**src/rtl/hcs_pkg.sv**
```systemverilog
package hcs_pkg;

   // fixed field and datapath widths
   localparam int InW       = 16;
   localparam int DegW      = 9;
   localparam int SectorW   = 3;
   localparam int TurnW     = 32;
   localparam int QuarterW  = TurnW - 2;
   localparam int ZW        = TurnW + 1;
   localparam int ScaledW   = 60;
   localparam int CordicW   = ScaledW + 3;
   localparam int MaxStages = 24;
   localparam int DegPerTurn = 360;

   // quadrant of the vector before the stages run
   typedef enum logic [1:0] {
      QUAD_FIRST  = 2'd0,
      QUAD_SECOND = 2'd1,
      QUAD_THIRD  = 2'd2,
      QUAD_FOURTH = 2'd3
   } hcs_quad_type;

   // compass sector codes
   localparam logic [SectorW-1:0] SectorNorth     = 3'd0;
   localparam logic [SectorW-1:0] SectorNortheast = 3'd1;
   localparam logic [SectorW-1:0] SectorEast      = 3'd2;
   localparam logic [SectorW-1:0] SectorSoutheast = 3'd3;
   localparam logic [SectorW-1:0] SectorSouth     = 3'd4;
   localparam logic [SectorW-1:0] SectorSouthwest = 3'd5;
   localparam logic [SectorW-1:0] SectorWest      = 3'd6;
   localparam logic [SectorW-1:0] SectorNorthwest = 3'd7;

   // sector bounds in degrees
   localparam logic [DegW-1:0] BoundNortheast = 9'd23;
   localparam logic [DegW-1:0] BoundEast      = 9'd68;
   localparam logic [DegW-1:0] BoundSoutheast = 9'd113;
   localparam logic [DegW-1:0] BoundSouth     = 9'd158;
   localparam logic [DegW-1:0] BoundSouthwest = 9'd203;
   localparam logic [DegW-1:0] BoundWest      = 9'd248;
   localparam logic [DegW-1:0] BoundNorthwest = 9'd293;
   localparam logic [DegW-1:0] BoundNorth     = 9'd338;

   // vector and angle carried down the rotation pipeline
   typedef struct packed {
      logic signed [CordicW-1:0] cx;
      logic signed [CordicW-1:0] cy;
      logic signed [ZW-1:0]      z;
      hcs_quad_type              quad;
      logic                      zero;
   } hcs_vec_type;

   // atan(2^-i) as a fraction of one turn, 2^32 per turn
   function automatic logic [TurnW-1:0] atan_turn(input int idx);
      logic [TurnW-1:0] value;
      case (idx)
         0:       value = 32'd536870912;
         1:       value = 32'd316933406;
         2:       value = 32'd167458907;
         3:       value = 32'd85004756;
         4:       value = 32'd42667331;
         5:       value = 32'd21354465;
         6:       value = 32'd10679838;
         7:       value = 32'd5340245;
         8:       value = 32'd2670163;
         9:       value = 32'd1335087;
         10:      value = 32'd667544;
         11:      value = 32'd333772;
         12:      value = 32'd166886;
         13:      value = 32'd83443;
         14:      value = 32'd41722;
         15:      value = 32'd20861;
         16:      value = 32'd10430;
         17:      value = 32'd5215;
         18:      value = 32'd2608;
         19:      value = 32'd1304;
         20:      value = 32'd652;
         21:      value = 32'd326;
         22:      value = 32'd163;
         23:      value = 32'd81;
         default: value = '0;
      endcase
      return value;
   endfunction

   // eight-point sector from whole degrees
   function automatic logic [SectorW-1:0] sector_of(input logic [DegW-1:0] deg);
      logic [SectorW-1:0] code;
      if (deg >= BoundNorth || deg < BoundNortheast) begin
         code = SectorNorth;
      end else if (deg < BoundEast) begin
         code = SectorNortheast;
      end else if (deg < BoundSoutheast) begin
         code = SectorEast;
      end else if (deg < BoundSouth) begin
         code = SectorSoutheast;
      end else if (deg < BoundSouthwest) begin
         code = SectorSouth;
      end else if (deg < BoundWest) begin
         code = SectorSouthwest;
      end else if (deg < BoundNorthwest) begin
         code = SectorWest;
      end else begin
         code = SectorNorthwest;
      end
      return code;
   endfunction

endpackage

```
**src/rtl/hcs_cordic_stage.sv**
```systemverilog
module hcs_cordic_stage #(
   parameter int STAGE_INDEX = 0
) (
   input  logic                clock,
   input  logic                reset,
   input  logic                src_valid,
   output logic                src_ready,
   input  hcs_pkg::hcs_vec_type src_data,
   output logic                dst_valid,
   input  logic                dst_ready,
   output hcs_pkg::hcs_vec_type dst_data
);

   localparam logic [hcs_pkg::TurnW-1:0] ATAN = hcs_pkg::atan_turn(STAGE_INDEX);

   logic                        valid_ff;
   hcs_pkg::hcs_vec_type        data_ff;
   hcs_pkg::hcs_vec_type        data_in;
   logic signed [hcs_pkg::CordicW-1:0] sx;
   logic signed [hcs_pkg::CordicW-1:0] sy;
   logic signed [hcs_pkg::ZW-1:0]      step_angle;

   // one micro-rotation; a vector already on the axis passes through
   always_comb begin
      sx         = src_data.cx >>> STAGE_INDEX;
      sy         = src_data.cy >>> STAGE_INDEX;
      step_angle = $signed({1'b0, ATAN});
      data_in    = src_data;
      if (src_data.cy != '0) begin
         if (!src_data.cy[hcs_pkg::CordicW-1]) begin
            data_in.cx = src_data.cx + sy;
            data_in.cy = src_data.cy - sx;
            data_in.z  = src_data.z + step_angle;
         end else begin
            data_in.cx = src_data.cx - sy;
            data_in.cy = src_data.cy + sx;
            data_in.z  = src_data.z - step_angle;
         end
      end
   end

   // stage register, advances when empty or when downstream takes its item
   assign src_ready = !valid_ff || dst_ready;

   always_ff @(posedge clock) begin
      if (reset) begin
         valid_ff <= 1'b0;
      end else if (src_ready) begin
         valid_ff <= src_valid;
      end
   end

   always_ff @(posedge clock) begin
      if (src_ready && src_valid) begin
         data_ff <= data_in;
      end
   end

   assign dst_valid = valid_ff;
   assign dst_data  = data_ff;

endmodule
```
**config.mk**
```make
export PLATFORM = sky130hd
export DESIGN_NAME = hcs_cordic_stage
export DESIGN_NICKNAME = d
export VERILOG_FILES = /design/src/rtl/hcs_pkg.sv /design/src/rtl/hcs_cordic_stage.sv
export SDC_FILE = /design/constraint.sdc
export NUM_CORES = 1
export LEC_CHECK = 0
export BUFFER_PORTS_ARGS = -buffer_cell sky130_fd_sc_hd__buf_4
export CORE_UTILIZATION = 54
export CTS_CLUSTER_SIZE = 40
export DETAILED_ROUTE_END_ITERATION = 8
export PLACE_DENSITY = 0.78
export SLEW_MARGIN = 30
export SYNTH_ARGS = -nofsm -noshare
export SYNTH_HDL_FRONTEND = slang
export SYNTH_SLANG_ARGS = --single-unit
```
**constraint.sdc**
```tcl
create_clock -name clock -period 8.5 [get_ports clock]
set_input_delay 2.55 -clock clock [delete_from_list [all_inputs] [get_ports clock]]
set_output_delay 2.55 -clock clock [all_outputs]
set_load 0.01 [all_outputs]
```
==> results.ini <==
[run_status]
status = finished, final reports clean

[route]
drtIter0Drc = 2926
vias_per_cell = 6.516
drc = 0
routed_wl_um = 72210
vias = 19550
antenna_left = 0
dr.pass1.iters = 6
wl_per_cell_um = 24.07

[grt]
grt_max_degree = 78
grt_usage_pct = 41.38
grt_use_met1_pct = 54.79
grt.met3_usage_pct = 8.317
grt_use_met2_pct = 64.38
gr-total-overflow = 0
grt_pass1_wl_um = 106800
antenna_found_initial = 1
grt_pass1_vias = 18230
grt_busiest_layer = met2

[logic_synthesis]
synth.yosys.seq_area_share_pct = 27.05
synth_area_leaders = edfxtp_1 27%, ha_1 14%, a21oi_1 8.7%
synth_seq_cells = 163
syn_inst = 2300
syn_avg_cell_area_um2 = 7.852
synthesis.nets = 2674
synth_ff_type = edfxtp_1
ys_warn_count = 0
synth_top_area_share_pct = 26.94
async_reset_ff_share_pct = 0
yosysMostFrequentCell = a21oi_1
synth_common_cells = 313 x a21oi_1, 275 x nor2_1, 204 x ha_1
synth-edff-count = 162
synth_area_mm2 = 0.01806
yosysTopAreaCell = edfxtp_1
synth_cell_type_count = 82

[setup_path]
crit_start = src_data[37]
critical_path_class = input pin to flip-flop
cp_num_buf_inv = 2
r2r-end = dst_data[121]
path_cells = buf_4 -> inv_1 -> ha_1 -> nor2b_1 -> o21ai_1 -> a2111oi_2 -> o41a_1 -> o21ai_1 -> o21ai_0 -> a221oi_1 -> o311ai_0 -> o311ai_1 -> xnor2_1 -> a21oi_1
cpLargestDelayFamily = compound AO/OA/AOI/OAI gates
ff2ff_setup_slack_ns = 6.08
crit_slowest_cell = a221oi_1
endpoint_kind = flip-flop
endpoint = dst_data[154]
reg2reg_depth = 3
cp_common_cell = o21ai_1
cp.required_ns = 8.68
crit_path_start_kind = input pin
crit_cells = 14
rr_startpoint = dst_valid
cpPeakStageDelay_ns = 0.71
crit_arrival_ns = 6.71
crit_fanout = 4

[layout]
diodes = 0
num-fill-cells = 2824
multi_input_area_mm2 = 0.01198
syn_to_final_growth_pct = 17.96
drive_above_1_share_pct = 16.15
finalInstanceArea_mm2 = 0.02130
nets = 2919
regArea_mm2 = 0.004885

[power]
switching_power_mw = 1.315
max-vdd-ir-drop_mv = 0.1521
pwr-share-comb_pct = 43.0
p_per_area_mw_per_mm2 = 154.2
seqPwrFrac_pct = 32.3
pwr-share-clk_pct = 24.7
fin_total_pwr_mw = 3.284
p_sw_share_pct = 40.06
power.leakage_nw = 9.195
internal_power_mw = 1.969

[clock_network]
cts_buffers = 17
cts_setup_buffers = 0
post_cts_resized = 0
htreeDepth = 4
clk_pin_slew_ns = 0.07
clock_sinks = 163
cts_buffer_depth = 2
cts_root_buf = clkbuf_16
cts_tree = yes
cts_hold_buf = 0
clkLatencyLatePin_ns = 0.48

[timing]
hold_viol_final = 0
worstMarginPinSlew_ns = 0.9410
relSlewSlack_pct = 37.26
timing.final.crit_share_pct = 76.80
finalMaxSlewViolations = 0
setup_ws_ns = 1.972
timing.fmax_ghz = 0.1532
setup_tns_ns = 0
fin_skew_ns = 0.01671
setup_viol = 0
rsz0062_at_grt = false
fin_crit_ns = 6.528

[floorplan]
die_area_mm2 = 0.03418
row_count = 66
ios = 330
fp.dieW_um = 184.9
fp.dieH_um = 184.9
start_util_pct = 55.22
core_mm2 = 0.03270

[placed_design]
placed_cell_area_mm2 = 0.02072
hpwl_um = 56630
io_buffers = 329
place_ws_ns = 1.798
gp_congestion = 1.064

[job]
max-cap-violations = 0

[hold_path]
min_path_type = flip-flop to flip-flop

## routing by layer
metal,share of wire [%],vias up
li1,-,8753
met1,40,9148
met2,44,1400
met3,11,247
met4,5.1,0
met5,0,-
## worst min-delay path, stage by stage, from the launching register on
cell      delay [ns]
dfxtp_1         0.33
nand2b_1        0.11
a21oi_1         0.08
## area by class of cell
class	instances	share of cell area, %
flip-flops and latches	163	22.93
clock buffers	18	2.015
repair buffers	340	11.98
multi-input cells	1824	56.26
inverters	199	3.507
well taps	442	2.596
clock inverters	14	0.7107
## cell usage in the layout (no fill, tap or decap), types with 55 or more instances in the layout
cell type  count
buf_4        340
a21oi_1      313
nor2_1       275
ha_1         204
inv_1        191
o21ai_0      181
edfxtp_1     162
nand2_1      152
xnor2_1      107
o21bai_1      55
## state kept, by name (all words and copies together), names as in the netlist
| register | cells |
|---|---|
| dst_data | 162 |
| dst_valid | 1 |
## per-stage QoR
step / cells / util (%) / hold WS [ns]
final: 3000 / 65.14 / 0.5595
after global routing: 3000 / 65.14 / 0.5669
after CTS: 3000 / 65.14 / 0.5548
after detailed placement: 2968 / 63.36 / 0.5437
after global placement: 2968 / 63.35 / 0.5068
after floorplan: 2300 / - / 0.5930
## worst min-delay path by stage
stage	cells after the start	startpoint	to	slack, ns
global placement	2	dst_valid	dst_valid	0.51
floorplan	2	dst_valid	dst_valid	0.59
detailed placement	2	dst_valid	dst_valid	0.54
global route	2	dst_valid	dst_valid	0.57
finish	2	dst_valid	dst_valid	0.56
CTS	2	dst_valid	dst_valid	0.55
## power groups by stage
| stage | logic, mW | clock network, mW | registers [mW] |
|---|---|---|---|
| floorplan | 0.775 | 0 | 1.12 |
| global placement | 1.34 | 0 | 1.07 |
| detailed placement | 1.35 | 0 | 1.07 |
| CTS | 1.37 | 0.809 | 1.06 |
| global route | 1.50 | 0.837 | 1.07 |
| finish | 1.41 | 0.812 | 1.06 |
## cells by family after synthesis
family	count (synthesis)	synth area share [%]
AO/OA/AOI/OAI	793	26.95
AND/OR/NAND/NOR	670	17.03
buffers and inverters	313	6.679
adder cells (fa/ha/maj)	208	14.58
flip-flops	163	27.05
XOR/XNOR	113	5.481
multiplexers	40	2.238
Note: power is estimated with default switching activity, not from simulation.
